**config.mk**
```make
export PLATFORM = sky130hd
export DESIGN_NAME = heater_triac_duty_controller
export DESIGN_NICKNAME = d
export VERILOG_FILES = /design/src/hw/rtl/hdc_pkg.sv /design/src/hw/rtl/hdc_core.sv /design/src/hw/rtl/heater_triac_duty_controller.sv
export SDC_FILE = /design/constraint.sdc
export NUM_CORES = 1
export LEC_CHECK = 0
export ABC_AREA = 1
export BUFFER_PORTS_ARGS = -buffer_cell sky130_fd_sc_hd__buf_4
export CORE_MARGIN = 2
export CORE_UTILIZATION = 64
export CTS_CLUSTER_SIZE = 16
export DETAILED_ROUTE_END_ITERATION = 10
export PLACE_DENSITY = 0.93
export SLEW_MARGIN = 30
export SYNTH_ARGS = -nofsm -noshare
export SYNTH_HDL_FRONTEND = slang
export SYNTH_SLANG_ARGS = --single-unit
```
**constraint.sdc**
```tcl
create_clock -name i_clk -period 7.9 [get_ports i_clk]
set_clock_uncertainty 0.05 [all_clocks]
set_input_delay 1.975 -clock i_clk [delete_from_list [all_inputs] [get_ports i_clk]]
set_output_delay 1.975 -clock i_clk [all_outputs]
set_load 0.1 [all_outputs]
```
**src/hw/rtl/hdc_pkg.sv**
```systemverilog
// ----------------------------------------------------------------------------
// hdc_pkg: heater triac duty controller shared types and constants
// Word layouts for the command and result channels, config register indexes
// and the fixed-point constants for the percent-to-ticks conversion.
// ----------------------------------------------------------------------------
package hdc_pkg;

    localparam int unsigned CFG_IDX_W = 1;

    typedef enum logic [CFG_IDX_W-1:0] {
        CFG_CONTROL_PERIOD = 1'b0,
        CFG_PWM_CYCLE      = 1'b1
    } t_cfg_idx;

    typedef enum logic {
        CMD_TICK = 1'b0,
        CMD_SET  = 1'b1
    } t_cmd;

    typedef struct packed {
        logic       command;
        logic       relay_request;
        logic [7:0] duty_percent;
        logic [7:0] delay_periods;
    } t_in_word;

    typedef struct packed {
        logic       relay_on;
        logic       triac_on;
        logic [1:0] heater_status;
        logic [7:0] requested_duty;
    } t_out_word;

    typedef struct packed {
        logic                 valid;
        logic [CFG_IDX_W-1:0] index;
        logic [7:0]           data;
    } t_cfg_wr;

    localparam logic [7:0]  RESET_PERIOD_TICKS = 8'd100;
    localparam logic [7:0]  RESET_CYCLE_TICKS  = 8'd100;
    localparam logic [7:0]  FULL_PERCENT       = 8'd100;

    // floor(x / 100) == (x * 5243) >> 19 for every x below 25500
    localparam logic [12:0] DIV100_RECIP       = 13'd5243;
    localparam int unsigned DIV100_SHIFT       = 19;

endpackage

```
**src/hw/rtl/hdc_core.sv**
```systemverilog
// ----------------------------------------------------------------------------
// hdc_core: heater controller state and per-word update
// Holds config registers, period timer, PWM position, pending request and
// drive states; advances them by one command word when stepped.
// ----------------------------------------------------------------------------
module hdc_core (
    input  logic              i_clk,
    input  logic              i_rst_n,
    input  hdc_pkg::t_cfg_wr  i_cfg,
    input  logic              i_step,
    input  hdc_pkg::t_in_word i_word,
    output hdc_pkg::t_out_word o_result
);

    logic [7:0]  r_period_ticks, n_period_ticks;
    logic [7:0]  r_cycle_ticks,  n_cycle_ticks;
    logic [7:0]  r_period_timer, n_period_timer;
    logic [7:0]  r_pwm_pos,      n_pwm_pos;
    logic [7:0]  r_applied,      n_applied;
    logic        r_relay,        n_relay;
    logic        r_triac,        n_triac;
    logic        r_pend_relay,   n_pend_relay;
    logic [7:0]  r_pend_duty,    n_pend_duty;
    logic [7:0]  r_delay_left,   n_delay_left;
    logic [15:0] r_pend_prod;

    logic [7:0]  timer_adv;
    logic        period_end;
    logic [8:0]  pos_inc;
    logic [7:0]  delay_dec;
    logic [28:0] quot_prod;
    logic [7:0]  duty_ticks;
    logic        tick_triac;

    always_comb begin
        n_period_ticks = r_period_ticks;
        n_cycle_ticks  = r_cycle_ticks;
        if (i_cfg.valid) begin
            unique case (hdc_pkg::t_cfg_idx'(i_cfg.index))
                hdc_pkg::CFG_CONTROL_PERIOD: n_period_ticks = i_cfg.data;
                hdc_pkg::CFG_PWM_CYCLE:      n_cycle_ticks  = i_cfg.data;
                default: ;
            endcase
        end
    end

    always_comb begin
        timer_adv  = (r_period_timer < r_period_ticks) ? r_period_timer + 8'd1
                                                       : r_period_timer;
        period_end = (timer_adv >= r_period_ticks);

        if (r_applied == 8'd0) begin
            tick_triac = 1'b0;
        end else begin
            tick_triac = (r_pwm_pos <= r_applied);
        end

        pos_inc   = {1'b0, r_pwm_pos} + 9'd1;
        delay_dec = (r_delay_left != 8'd0) ? r_delay_left - 8'd1 : 8'd0;

        quot_prod  = 29'(r_pend_prod) * 29'(hdc_pkg::DIV100_RECIP);
        duty_ticks = (r_pend_duty >= hdc_pkg::FULL_PERCENT) ? r_cycle_ticks
                   : quot_prod[hdc_pkg::DIV100_SHIFT +: 8];
    end

    always_comb begin
        n_period_timer = r_period_timer;
        n_pwm_pos      = r_pwm_pos;
        n_applied      = r_applied;
        n_relay        = r_relay;
        n_triac        = r_triac;
        n_pend_relay   = r_pend_relay;
        n_pend_duty    = r_pend_duty;
        n_delay_left   = r_delay_left;
        if (i_step) begin
            if (i_word.command == hdc_pkg::CMD_SET) begin
                n_pend_relay = i_word.relay_request;
                n_pend_duty  = i_word.duty_percent;
                n_delay_left = i_word.delay_periods;
            end else begin
                n_triac = tick_triac;
                if (pos_inc > {1'b0, r_cycle_ticks} || pos_inc[8]) begin
                    n_pwm_pos = 8'd0;
                end else begin
                    n_pwm_pos = pos_inc[7:0];
                end
                if (period_end) begin
                    n_period_timer = 8'd0;
                    n_delay_left   = delay_dec;
                    if (delay_dec == 8'd0) begin
                        n_relay   = r_pend_relay;
                        n_applied = duty_ticks;
                    end
                end else begin
                    n_period_timer = timer_adv;
                end
            end
        end
    end

    always_ff @(posedge i_clk) begin
        if (!i_rst_n) begin
            r_period_ticks <= hdc_pkg::RESET_PERIOD_TICKS;
            r_cycle_ticks  <= hdc_pkg::RESET_CYCLE_TICKS;
            r_period_timer <= 8'd0;
            r_pwm_pos      <= 8'd0;
            r_applied      <= 8'd0;
            r_relay        <= 1'b0;
            r_triac        <= 1'b0;
            r_pend_relay   <= 1'b0;
            r_pend_duty    <= 8'd0;
            r_delay_left   <= 8'd0;
            r_pend_prod    <= 16'd0;
        end else begin
            r_period_ticks <= n_period_ticks;
            r_cycle_ticks  <= n_cycle_ticks;
            r_period_timer <= n_period_timer;
            r_pwm_pos      <= n_pwm_pos;
            r_applied      <= n_applied;
            r_relay        <= n_relay;
            r_triac        <= n_triac;
            r_pend_relay   <= n_pend_relay;
            r_pend_duty    <= n_pend_duty;
            r_delay_left   <= n_delay_left;
            r_pend_prod    <= 16'(n_pend_duty) * 16'(n_cycle_ticks);
        end
    end

    always_comb begin
        o_result.relay_on       = n_relay;
        o_result.triac_on       = n_triac;
        o_result.heater_status  = {n_relay, n_triac};
        o_result.requested_duty = n_pend_duty;
    end

endmodule

```
**src/hw/rtl/heater_triac_duty_controller.sv**
```systemverilog
// An accepted word waits in the input register until the result register can take it.
// Throughput: one command word per cycle while the output is not stalled; each word
// is applied to the controller state in one pass between input and result registers.
// Reset: synchronous active-low; clears valids and core state; config back to 100/100.
// ----------------------------------------------------------------------------
// heater_triac_duty_controller: time-proportional triac PWM with relay latch
// Input register, controller state update, result register with stall.
// ----------------------------------------------------------------------------
module heater_triac_duty_controller (
    input  logic                           i_clk,
    input  logic                           i_rst_n,
    input  logic                           i_valid,
    input  hdc_pkg::t_in_word              i_word,
    output logic                           o_stall,
    output logic                           o_valid,
    output hdc_pkg::t_out_word             o_word,
    input  logic                           i_stall,
    input  logic                           i_cfg_valid,
    input  logic [hdc_pkg::CFG_IDX_W-1:0]  i_cfg_index,
    input  logic [7:0]                     i_cfg_data,
    output logic                           o_cfg_ready
);

    logic               r_in_valid;
    hdc_pkg::t_in_word  r_in_word;
    logic               r_out_valid;
    hdc_pkg::t_out_word r_out_word;

    logic               adv;
    logic               step;
    hdc_pkg::t_cfg_wr   cfg_wr;
    hdc_pkg::t_out_word result;

    assign adv     = !r_out_valid || !i_stall;
    assign step    = r_in_valid && adv;
    assign o_stall = r_in_valid && !adv;

    assign o_cfg_ready  = 1'b1;
    assign cfg_wr.valid = i_cfg_valid;
    assign cfg_wr.index = i_cfg_index;
    assign cfg_wr.data  = i_cfg_data;

    hdc_core u_core (
        .i_clk    (i_clk),
        .i_rst_n  (i_rst_n),
        .i_cfg    (cfg_wr),
        .i_step   (step),
        .i_word   (r_in_word),
        .o_result (result)
    );

    always_ff @(posedge i_clk) begin
        if (!i_rst_n) begin
            r_in_valid  <= 1'b0;
            r_out_valid <= 1'b0;
        end else begin
            if (!o_stall) begin
                r_in_valid <= i_valid;
            end
            if (adv) begin
                r_out_valid <= step;
            end
        end
    end

    always_ff @(posedge i_clk) begin
        if (!o_stall && i_valid) begin
            r_in_word <= i_word;
        end
        if (step) begin
            r_out_word <= result;
        end
    end

    assign o_valid = r_out_valid;
    assign o_word  = r_out_word;

endmodule

```
Yosys cells after proc, flatten, opt, wreduce, memory -nomap -nowiden

Cells that the tools add are included.

Flip-flop bits (word level): 107
Input bits: 32
Output and inout port bits: 15
Logic and storage cells: 69

$add $sub $neg: 3
Multipliers: 2
$lt $le $gt $ge: 5
Mux-type cells: 18
Bitwise logic cells: 2
Reduce and logical (&&, ||, !) cells: 18

Operators by type and width:

| kind                                                                   | count |
|---|---|
| 8-bit two-way mux                                                      | 11 |
| 16-bit by 13-bit multiplier with 27-bit output (second input constant) | 1 |
| 8-bit logical NOT                                                      | 2 |
| 8-bit by 8-bit multiplier with 16-bit output                           | 1 |
| 8-bit by 1-bit adder with 9-bit output (second input constant)         | 1 |
| 9-bit by 8-bit > comparator with 1-bit output                          | 1 |
| 8-bit by 1-bit adder with 8-bit output (second input constant)         | 1 |
| 8-bit by 7-bit >= comparator with 1-bit output (second input constant) | 1 |
| 8-bit >= comparator                                                    | 1 |
| 8-bit <= comparator                                                    | 1 |
| 8-bit less-than comparator                                             | 1 |
| 2-bit AND reduction                                                    | 4 |
| 8-bit nonzero test                                                     | 1 |
| 8-bit by 1-bit subtractor with 8-bit output (second input constant)    | 1 |
| 1-bit two-way mux                                                      | 7 |
| 1-bit logical NOT                                                      | 4 |
| 4-bit AND reduction                                                    | 1 |
| 1-bit logical AND                                                      | 3 |
| 1-bit logical OR                                                       | 2 |
| 1-bit inverter                                                         | 2 |
| 2-bit nonzero test                                                     | 1 |

Depth between registers and ports, before layout

Gate-level depths: netlist (run 1).

Word-level depth: 7
Mapped depth: 27
Gate-level depth less buffers: 26

Cells and area by module

Synthesis (run 1) repeated with hierarchy kept, for this count alone.

Cell total of the unflattened synthesis: 1425
Area, all modules: 11319.6 um2

By module, submodules not included:

| module                       | instances | cells each | area an instance (um2) | sequential area each (um2) |
|---|---|---|---|---|
| hdc_core                     | 1         | 1380       | 10312.4                | 1501.4 |
| heater_triac_duty_controller | 1         | 45         | 1007.2                 | 940.9 |

Worst setup path before layout (run 1)

OpenSTA, ideal clock, no wires.

Kind: input port to flip-flop
Start point: input i_stall
End point: register u_core.r_pend_prod[13]
Setup time: 0.070 ns
Arrival: 6.676 ns
Required time: 7.780 ns
Path slack: 1.104 ns
Stages on the path: 26
Path buffers: 1
Cells stage by stage: nand2_1 -> inv_2 -> nor2_2 -> inv_2 -> nor2_4 -> inv_2 -> buf_4 -> o21ai_2 -> inv_1 -> nand2_1 -> fa_1 -> fa_1 -> inv_1 -> fa_1 -> inv_1 -> fa_1 -> inv_1 -> ha_1 -> nand2_1 -> inv_1 -> a21oi_1 -> o21ai_0 -> inv_1 -> o21bai_1 -> o21ai_0 -> a21oi_1

RTL lines:

| element              | RTL line                           | source |
|---|---|---|
| start, declared      | heater_triac_duty_controller.sv:17 | `input logic i_stall,` |
| end signal, assigned | hdc_core.sv:125                    | `r_pend_prod <= 16'(n_pend_duty) * 16'(n_cycle_ticks);` |
| end, declared        | hdc_core.sv:25                     | `logic [15:0] r_pend_prod;` |

==> results.md, run 1 <==
- Mapped cell area: approximately 11000 sq um
- Most used DFF post-synth: dfxtp_1
- Longest Clk Path Bufs: 2
- Total Routed Length: between 20000 and 30000 microns
- GPL Wtd Cong: between 0.9 and 1
- Num CTS Buffers: 9
- Die Wd: roughly 140 microns
- Met1 wire length: 11090 microns
- Hold_ws: about 430 ps
- Post-Layout Cell Count: about 1700
- Via count: 9584
- Worst-path fanout max: 12
- Max Cap Viol: 0
- Crit share post-route: 0.8559
- Clock root buffer: clkbuf_16
- Hold Path Sink: u_core.r_pend_relay$_SDFFE_PN0P_
- Worst Reg-to-Reg Cells: 22
- # rows: 48
- Final setup viols: 0
- CTS tree: built
- Yosys cell types: 43
- Mean post-synth cell area: between 7 and 8 sq um
- Area Growth Syn to Fin: 7.926%
- Vias per inst: between 5 and 6
- Clk slew on worst S/H paths: ~70 ps
- Synthesis warning total: 0
- Post-CTS setup buffer count: 0
- Register bit total from synthesis: ~110
- Total Die Area: about 19000 sq um
- Peak supply drop: around 0.30 mV
- N_diodes: 0
- Max Freq: 0.1479 GHz
- Initial core utilization: 0.6534
- Largest net degree at the start of global routing: 35
- Final slew viol count: 0
- FF-to-FF setup slack: 2320 ps
- DP Wirelength: 22410 microns
- DRC: 0
- Syn Inst Count: around 1400
- Pre-Repair DR Iteration Count: 6
- RR Endpoint: u_core.r_pend_prod[13]$_SDFF_PN0_
- Tot GR Track Use: 0.3130
- Critical path capture point type: flop
- Hold Path Class: flop to flop
- Met2 WL: about 13000 microns
- RSZ-0062 raised after global routing: no
- WL per Instance: between 15 and 20 microns
- Chip Height: 136.9 microns
- Worst r2r src: r_in_word[17]$_DFFE_PP_
- Antenna-violating nets left: 0
- Post-place setup slack: 848.6 ps
- FFs w/ async S/R, synth: 0
- Clk_lat worst skew: around 360 ps
- Leakage: 6.686 nW
- Highest Signal Layer: met4
- Clock Sinks: 105
- Min-delay src: r_in_word[16]$_DFFE_PP_
- Worst-margin pin slew: between 800 and 900 ps
- Met3 WL: between 2000 and 2500 microns
- Initial antenna violation count: 0
- First-iteration detailed-routing DRC count: between 1000 and 1500
- Setup TNS: 0 ps
- Worst path required time: a little over 8000 ps
- Gr ovfl total: 0
- Number of global-route vias before repair: ~9600
- Post-CTS Hold Buffers: 0
- Syn_nets: 1732
- Fin. Hold Viols: 0
- Worst Hold Depth: 2
- I/O Buffers: 45
- Cells after DPL: about 1700
- Crit path DAT: around 7000 ps
- Pwr/cell area: approximately 290 nW/um^2
- # IOs: 47
- Number of enable flip-flop cells after synthesis: 28
- PnR worst setup slack: approximately 1100 ps
- Rel. slew slack: 0.4495
- Layout Nets: 1775
- First-pass GRT wire length: roughly 46000 microns
- Register area share after synthesis: 0.2108
- Layout cells sized above 1: 0.07823
- CTS resizes: 0
- H-tree depth: 3
- Core area: approximately 17000 sq um
- Outcome: finished, final reports clean
- CP Launch Type: input port
- Final min period: 6762 ps
- Crit Path Class: input port to flop
cell type report:
type	count	area, sq um
clock buffer	10	229.0
clock inverter	6	98.84
fill	1233	5099
inverter	323	1212
multi-input combinational	975	7611
sequential	105	2382
tap	225	281.5
timing repair buffer	51	382.9
logic make-up after synthesis:
family,after synthesis,share of synthesized area
other,1,0.0003318
AO/OA/AOI/OAI,178,0.08856
buffers and inverters,342,0.1158
adder cells (fa/ha/maj),278,0.3808
flip-flops,105,0.2108
multiplexers,1,0.0008857
XOR/XNOR,17,0.01317
AND/OR/NAND/NOR,500,0.1896
placed cells by master, fill, tap and decap left out, drive strengths merged, types with 3 or more instances in the layout:
cell type and count:
edfxtp 28, dfxtp 77, buf 51, nor2 142, nand3 70, a211oi 4, o211ai 5, a21oi 87
o21bai 9, xnor2 5, a21o 6, nand4 14, nand3b 5, clkbuf 10, clkinv 3, or2 6
fa 110, xor2 12, inv 323, ha 168, nand2 252, nor3 8, o21ai 60
registers in the layout, indices dropped and copies added (netlist names), 8 cells and up:
| name | count |
|---|---|
| u_core.r_pwm_pos | 8 |
| r_in_word | 18 |
| u_core.r_pend_prod | 16 |
| o_word | 10 |
| u_core.r_cycle_ticks | 8 |
| u_core.r_period_timer | 8 |
| u_core.r_period_ticks | 8 |
| u_core.r_delay_left | 8 |
| u_core.r_pend_duty | 8 |
| u_core.r_applied | 8 |
where the power goes:
group / internal, mW / switching (mW) / total (mW)
clock network: 0.283 / 0.219 / 0.502
logic: 0.823 / 1.54 / 2.37
registers: 0.587 / 0.0571 / 0.644
total: 1.69 / 1.82 / 3.51
per-layer routing:
| metal | vias up | track usage |
|---|---|---|
| met5 | - | 0 |
| met4 | 0 | 0.1214 |
| met3 | 95 | 0.05111 |
| met2 | 465 | 0.5272 |
| met1 | 4471 | 0.4048 |
| li1 | 4553 | - |
how the worst max path moves through the flow:
stage | start | endpoint | slack (ps) | depth (start not counted)
2_1_floorplan | i_stall | u_core.r_pend_prod[13]$_SDFF_PN0_ | 1100 | 26
3_3_place_gp | i_cfg_index | u_core.r_pend_prod[13]$_SDFF_PN0_ | 1030 | 20
3_5_place_dp | i_cfg_index | u_core.r_pend_prod[13]$_SDFF_PN0_ | 850 | 20
4_1_cts | i_cfg_index | u_core.r_pend_prod[13]$_SDFF_PN0_ | 1190 | 20
5_1_grt | i_stall | u_core.r_pend_prod[13]$_SDFF_PN0_ | 720 | 26
6_report | i_stall | u_core.r_pend_prod[13]$_SDFF_PN0_ | 1140 | 26
through the flow:
stage,cell area [sq um],total power [mW],utilization
floorplan,11300,2.342,-
global placement,11870,2.808,0.6863
detailed placement,11870,2.952,0.6863
CTS,12200,3.469,0.7052
global route,12200,3.860,0.7052
finish,12200,3.511,0.7052
worst max-delay path, cell delays in order:
cell and delay (ps):
buf_4 100, nand2_1 100, inv_2 40, nor2_2 130, inv_2 90, nor2_4 150
inv_2 140, o21ai_2 380, inv_1 140, nand2_1 130, fa_1 450, fa_1 590
inv_1 70, fa_1 520, inv_1 50, fa_1 530, inv_1 40, ha_1 360
nand2_1 80, inv_1 70, a21oi_1 90, o21ai_0 280, inv_1 80, o21bai_1 160
o21ai_0 90, a21oi_1 140
synth_stat cells, types with 2 or more instances:
cell type,count,share of area
inv_1,308,0.10
nand2_1,249,0.083
ha_1,168,0.19
nor2_1,131,0.044
fa_1,110,0.19
a21oi_1,85,0.038
dfxtp_1,77,0.14
nand3_1,64,0.028
o21ai_0,48,0.021
edfxtp_1,28,0.074
inv_2,13,0.0043
nand4_1,13,0.0072
clkbuf_1,12,0.0040
xor2_1,12,0.0093
o21bai_1,9,0.0060
nor3_1,8,0.0035
nor2_2,7,0.0039
o21ai_2,7,0.0054
a21o_1,6,0.0040
nand3_2,6,0.0053
or2_2,6,0.0033
nand3b_1,5,0.0033
o211ai_1,5,0.0033
o21ai_1,5,0.0022
xnor2_1,5,0.0039
a211oi_1,4,0.0027
buf_4,4,0.0027
nor2_4,4,0.0040
nand2_2,3,0.0017
a21oi_2,2,0.0016
a31oi_1,2,0.0011
buf_2,2,0.00089
clkinv_1,2,0.00066
nor4_1,2,0.0011
o21a_1,2,0.0013
(Power assumes the default switching activity.)
==> inputs of run 2 (changes only) <==
Settings changed: CORE_UTILIZATION 64 to 58, PLACE_DENSITY 0.93 to 0.87.
==> run 2 against run 1 <==
  * Global-route usage fell by 4.3 points
  * Worst setup slack better by 29 ps
  * Highest routed layer unchanged
  * First-iteration DRC count decreased by 26%
  * Total power is 4.4% lower
  * Worst hold slack improved by 1.4 ps
  * Maximum frequency grew 0.43%
  * Sequential share of layout area is essentially flat
  * Combinational power shrank 3%
  * Critical path type unchanged
  * Final cell count grew 2.2%
  * Die area is 10% higher
==> results.md, run 2 (synthesized netlist as in run 1, its figures left out) <==
- Final slew viol count: 0
- Final min period: 6733 ps
- Number of global-route vias before repair: approximately 9500
- # IOs: 47
- Clock Sinks: ~110
- Post-place setup slack: just under 900 ps
- Peak supply drop: 0.2275 mV
- Crit share post-route: 0.8523
- Crit path DAT: 6970 ps
- Worst-path fanout max: 12
- Highest Signal Layer: met4
- Max Cap Viol: 0
- Seq pwr share: 0.192
- Via count: around 9500
- DP Wirelength: 20960 microns
- Most frequent cells in the layout: 308 x inv_1, 249 x nand2_1, 168 x ha_1, 131 x nor2_1, 110 x fa_1
- Layout Nets: ~1800
- Hold Path Sink: u_core.r_triac$_SDFF_PN0_
- Clk pwr share: 0.126
- Pre-Repair DR Iteration Count: 6
- Worst path required time: roughly 8000 ps
- Outcome: finished, final reports clean
- Rel. slew slack: 0.4457
- DRC: 0
- H-tree depth: 3
- Net Sw Power: roughly 1.7 mW
- Worst Reg-to-Reg Cells: 22
- Total Routed Length: roughly 26000 microns
- Switching share of power: 0.5171
- Met3 WL: ~2000 microns
- RR Endpoint: u_core.r_pend_prod[13]$_SDFF_PN0_
- Worst Hold Depth: 2
- Num CTS Buffers: 9
- I/O Buffers: 45
- PnR worst setup slack: around 1200 ps
- Clock root buffer: clkbuf_16
- Worst-margin pin slew: around 810 ps
- N_diodes: 0
- Die Wd: 143.6 microns
- Setup TNS: 0 ps
- CTS tree: built
- Worst r2r src: r_in_word[17]$_DFFE_PP_
- Chip Height: 143.6 microns
- Most flops, register: r_in_word
- CTS resizes: 0
- Final setup viols: 0
- Combinational power share: 0.682
- Clk slew on worst S/H paths: roughly 70 ps
- Total Die Area: between 20000 and 25000 sq um
- Most frequent cell on the critical path: inv_1
- Internal power: 1.621 mW
- Core area: roughly 19000 sq um
- Critical path capture point type: flop
- Crit Path Class: input port to flop
- Largest net degree at the start of global routing: 40
- Clk_lat worst skew: between 300 and 400 ps
- CP max stage cell: fa_1
- First-iteration detailed-routing DRC count: around 800
- First-pass GRT wire length: 44250 microns
- CP Launch Type: input port
- Vias per inst: 5.458
- Initial core utilization: 0.5865
- Largest stage delay on the critical path: approximately 530 ps
- Met2 WL: 12250 microns
- Hold Path Class: flop to flop
- Met1 wire length: 10870 microns
- RSZ-0062 raised after global routing: no
- FF-to-FF setup slack: approximately 2300 ps
- Number of flip-flops under the largest register name: 18
- # rows: 51
- Pwr/cell area: 275.7 nW/um^2
- Min-delay src: u_core.r_triac$_SDFF_PN0_
- Fin. Hold Viols: 0
- Post-CTS Hold Buffers: 0
- Tot GR Track Use: 0.2700
- Initial antenna violation count: 0
- Longest Clk Path Bufs: 2
- Max Freq: 0.1485 GHz
- Commonest non-fill, non-tap cell in the layout: inv_1
- GPL Wtd Cong: 0.9375
- WL per Instance: 15.00 microns
- Area Growth Syn to Fin: 7.727%
- Antenna-violating nets left: 0
- Post-CTS setup buffer count: 0
- Gr ovfl total: 0
- Leakage: about 6.7 nW
- Layout cells sized above 1: 0.07629
## run 2: worst max-delay path, delay by kind of cell
kind	cells	cell delay, ps
adder cells (fa/ha/maj)	5	2340
AND/OR/NAND/NOR	5	550
AO/OA/AOI/OAI	6	1200
buffers and inverters	10	870
## run 2: final cells by class
class	count	area [sq um]
Multi-Input combinational cell	975	7611
Timing Repair Buffer	49	367.9
Clock inverter	6	41.29
Fill cell	1546	7096
Inverter	323	1212
Sequential cell	105	2382
Tap cell	265	331.6
Clock buffer	10	229.0
## run 2: routing by layer
| layer | up-vias | GRT usage |
|---|---|---|
| met4 | 0 | 0.09443 |
| met1 | 4446 | 0.3542 |
| met3 | 72 | 0.04965 |
| met2 | 391 | 0.4499 |
| met5 | - | 0 |
| li1 | 4550 | - |
## run 2: power groups by stage
stage                     clock network [mW]  logic, mW  registers (mW)
after floorplan                            0       1.69           0.655
after global routing                   0.447       2.68           0.650
after detailed placement                   0       2.27           0.657
final                                  0.422       2.29           0.646
after CTS                              0.424       2.29           0.645
after global placement                     0       2.16           0.655
## run 2: worst max-delay path by stage
stage / startpoint / endpoint / slack, ps / cells past startpoint
after floorplan: i_stall / u_core.r_pend_prod[13]$_SDFF_PN0_ / 1100 / 26
after global placement: i_stall / u_core.r_pend_prod[13]$_SDFF_PN0_ / 970 / 26
after detailed placement: i_stall / u_core.r_pend_prod[13]$_SDFF_PN0_ / 870 / 26
after CTS: i_stall / u_core.r_pend_prod[13]$_SDFF_PN0_ / 1200 / 26
after global routing: i_stall / u_core.r_pend_prod[13]$_SDFF_PN0_ / 850 / 26
final: i_stall / u_core.r_pend_prod[13]$_SDFF_PN0_ / 1170 / 26
## run 2: per-stage QoR
step | util | power [mW] | area [sq um] | cells | hold WS, ps
5_1_grt | 0.6318 | 3.779 | 12180 | 1733 | 462.2
4_1_cts | 0.6318 | 3.358 | 12180 | 1733 | 434.5
3_3_place_gp | 0.6178 | 2.814 | 11910 | 1717 | 414.8
6_report | 0.6318 | 3.356 | 12180 | 1733 | 430.8
3_5_place_dp | 0.6178 | 2.925 | 11910 | 1717 | 417.5
2_1_floorplan | - | 2.342 | 11300 | 1422 | 397.5
==> inputs of run 3 (changes only) <==
Settings changed: CORE_MARGIN 2 to 10.
==> run 3 against run 2 <==
  * Non-clock buffer count did not move
  * Critical path depth rose by 1
  * Flip-flop and latch count did not move
  * Final cell count fell by 0.29%
  * Worst hold slack got worse by 2.4 ps
  * Critical path type unchanged
  * Worst setup slack got worse by 120 ps
  * Maximum frequency decreased by 1.8%
  * Clock power is 14% higher
  * Highest routed layer unchanged
==> results.md, run 3 (synthesized netlist as in run 1, its figures left out) <==
- Largest net degree at the start of global routing: 39
- DP Wirelength: ~22000 microns
- Worst Reg-to-Reg Cells: 22
- Placement Cell Area: around 12000 sq um
- Hold Path Class: flop to flop
- Peak supply drop: ~0.25 mV
- Gr ovfl total: 0
- Most frequent cells in the layout: 308 x inv_1, 249 x nand2_1, 168 x ha_1, 131 x nor2_1, 110 x fa_1
- Most frequent cell on the critical path: inv_1
- Setup crit start: i_stall
- CP max stage cell: fa_1
- Largest stage delay on the critical path: between 500 and 600 ps
- Hold Path Sink: u_core.r_triac$_SDFF_PN0_
- Layout Nets: about 1800
- Worst path required time: 8150 ps
- Pre-Repair DR Iteration Count: 5
- Critical path capture point type: flop
- Final slew viol count: 0
- Leakage: approximately 6.7 nW
- PnR worst setup slack: 1046 ps
- Post-route cell area: around 12000 sq um
- Longest Clk Path Bufs: 2
- Total Routed Length: ~26000 microns
- CTS resizes: 0
- Setup TNS: 0 ps
- Crit path max-delay family: adder cells
- Final setup viols: 0
- Num CTS Buffers: 9
- Initial antenna violation count: 0
- Total Power: 3.435 mW
- Worst-path fanout max: 12
- WL per Instance: roughly 15 microns
- # rows: 50
- Crit share post-route: 0.8675
- Rel. slew slack: 0.4825
- I/O Buffers: between 40 and 50
- Initial core utilization: 0.5962
- Post-CTS setup buffer count: 0
- Most flops, register: r_in_word
- Clock Sinks: approximately 110
- Worst Hold Depth: 2
- Max Cap Viol: 0
- Worst-margin pin slew: 754.7 ps
- Outcome: finished, final reports clean
- Via count: 9427
- Post-place setup slack: around 750 ps
- Clk_lat worst skew: 360 ps
- Final min period: 6854 ps
- DRC: 0
- Clock root buffer: clkbuf_16
- Post-CTS Hold Buffers: 0
- Number of global-route vias before repair: between 9000 and 10000
- Fin. Hold Viols: 0
- Commonest non-fill, non-tap cell in the layout: inv_1
- Worst r2r src: r_in_word[17]$_DFFE_PP_
- Hold_ws: 428.4 ps
- Clk slew on worst S/H paths: around 80 ps
- First-pass GRT wire length: between 40000 and 50000 microns
- Number of flip-flops under the largest register name: 18
- Layout cells sized above 1: 0.07766
- Die Wd: around 160 microns
- Min-delay src: u_core.r_triac$_SDFF_PN0_
- Max Freq: between 0.1 and 0.15 GHz
- GPL Wtd Cong: 0.9317
- First-iteration detailed-routing DRC count: 690
- Vias per inst: around 5.5
- Crit path DAT: roughly 7100 ps
- Crit Path Class: input port to flop
- Core area: between 15000 and 20000 sq um
- CP bufs+invs: 11
- CTS tree: built
- N_diodes: 0
- RSZ-0062 raised after global routing: no
- Chip Height: about 160 microns
- Area Growth Syn to Fin: 8.092%
- H-tree depth: 3
- FF-to-FF setup slack: roughly 2400 ps
- RR Endpoint: u_core.r_pend_prod[13]$_SDFF_PN0_
- Tot GR Track Use: 0.2130
- # IOs: 47
- Pwr/cell area: about 280 nW/um^2
- Antenna-violating nets left: 0
- CP Launch Type: input port
- Total Die Area: ~25000 sq um
## run 3: worst max-delay path by stage
| stage | end | slack [ps] | cells after the start |
|---|---|---|---|
| 2_1_floorplan | u_core.r_pend_prod[13]$_SDFF_PN0_ | 1100 | 26 |
| 3_3_place_gp | u_core.r_pend_prod[13]$_SDFF_PN0_ | 830 | 27 |
| 3_5_place_dp | u_core.r_pend_prod[13]$_SDFF_PN0_ | 750 | 27 |
| 4_1_cts | u_core.r_pend_prod[13]$_SDFF_PN0_ | 1110 | 27 |
| 5_1_grt | u_core.r_pend_prod[13]$_SDFF_PN0_ | 680 | 27 |
| 6_report | u_core.r_pend_prod[13]$_SDFF_PN0_ | 1050 | 27 |
## run 3: power by group
group | internal, mW | switching [mW]
Sequential | 0.587 | 0.0580
Clock | 0.256 | 0.225
Combinational | 0.821 | 1.49
Total | 1.66 | 1.77
## run 3: layer usage
| metal | wire length, microns | global-route usage | up-vias | part of all wire |
|---|---|---|---|---|
| li1 | - | - | 4546 | - |
| met1 | 11000 | 0.2632 | 4492 | 0.42 |
| met2 | 12750 | 0.3637 | 334 | 0.49 |
| met3 | 1869 | 0.04544 | 55 | 0.071 |
| met4 | 648 | 0.06445 | 0 | 0.025 |
| met5 | 0 | 0 | - | 0 |
## run 3: layout make-up
class	count	area, sq um
multi-input cells	975	7611
repair buffers	49	367.9
clock inverters	7	92.59
clock buffers	9	225.2
well taps	260	325.3
flip-flops and latches	105	2382
fillers	1497	6739
inverters	323	1212
## run 3: per-stage QoR
step / util / cells
global route: 0.6445 / 1728
detailed placement: 0.6277 / 1712
finish: 0.6445 / 1728
CTS: 0.6445 / 1728
global placement: 0.6277 / 1712
floorplan: - / 1422
## run 3: tightest hold or removal path: cells and delay by family (launching register included)
| family | cells | cell delay (ps) |
|---|---|---|
| flip-flops | 1 | 300 |
| AND/OR/NAND/NOR | 1 | 70 |
| AO/OA/AOI/OAI | 1 | 60 |
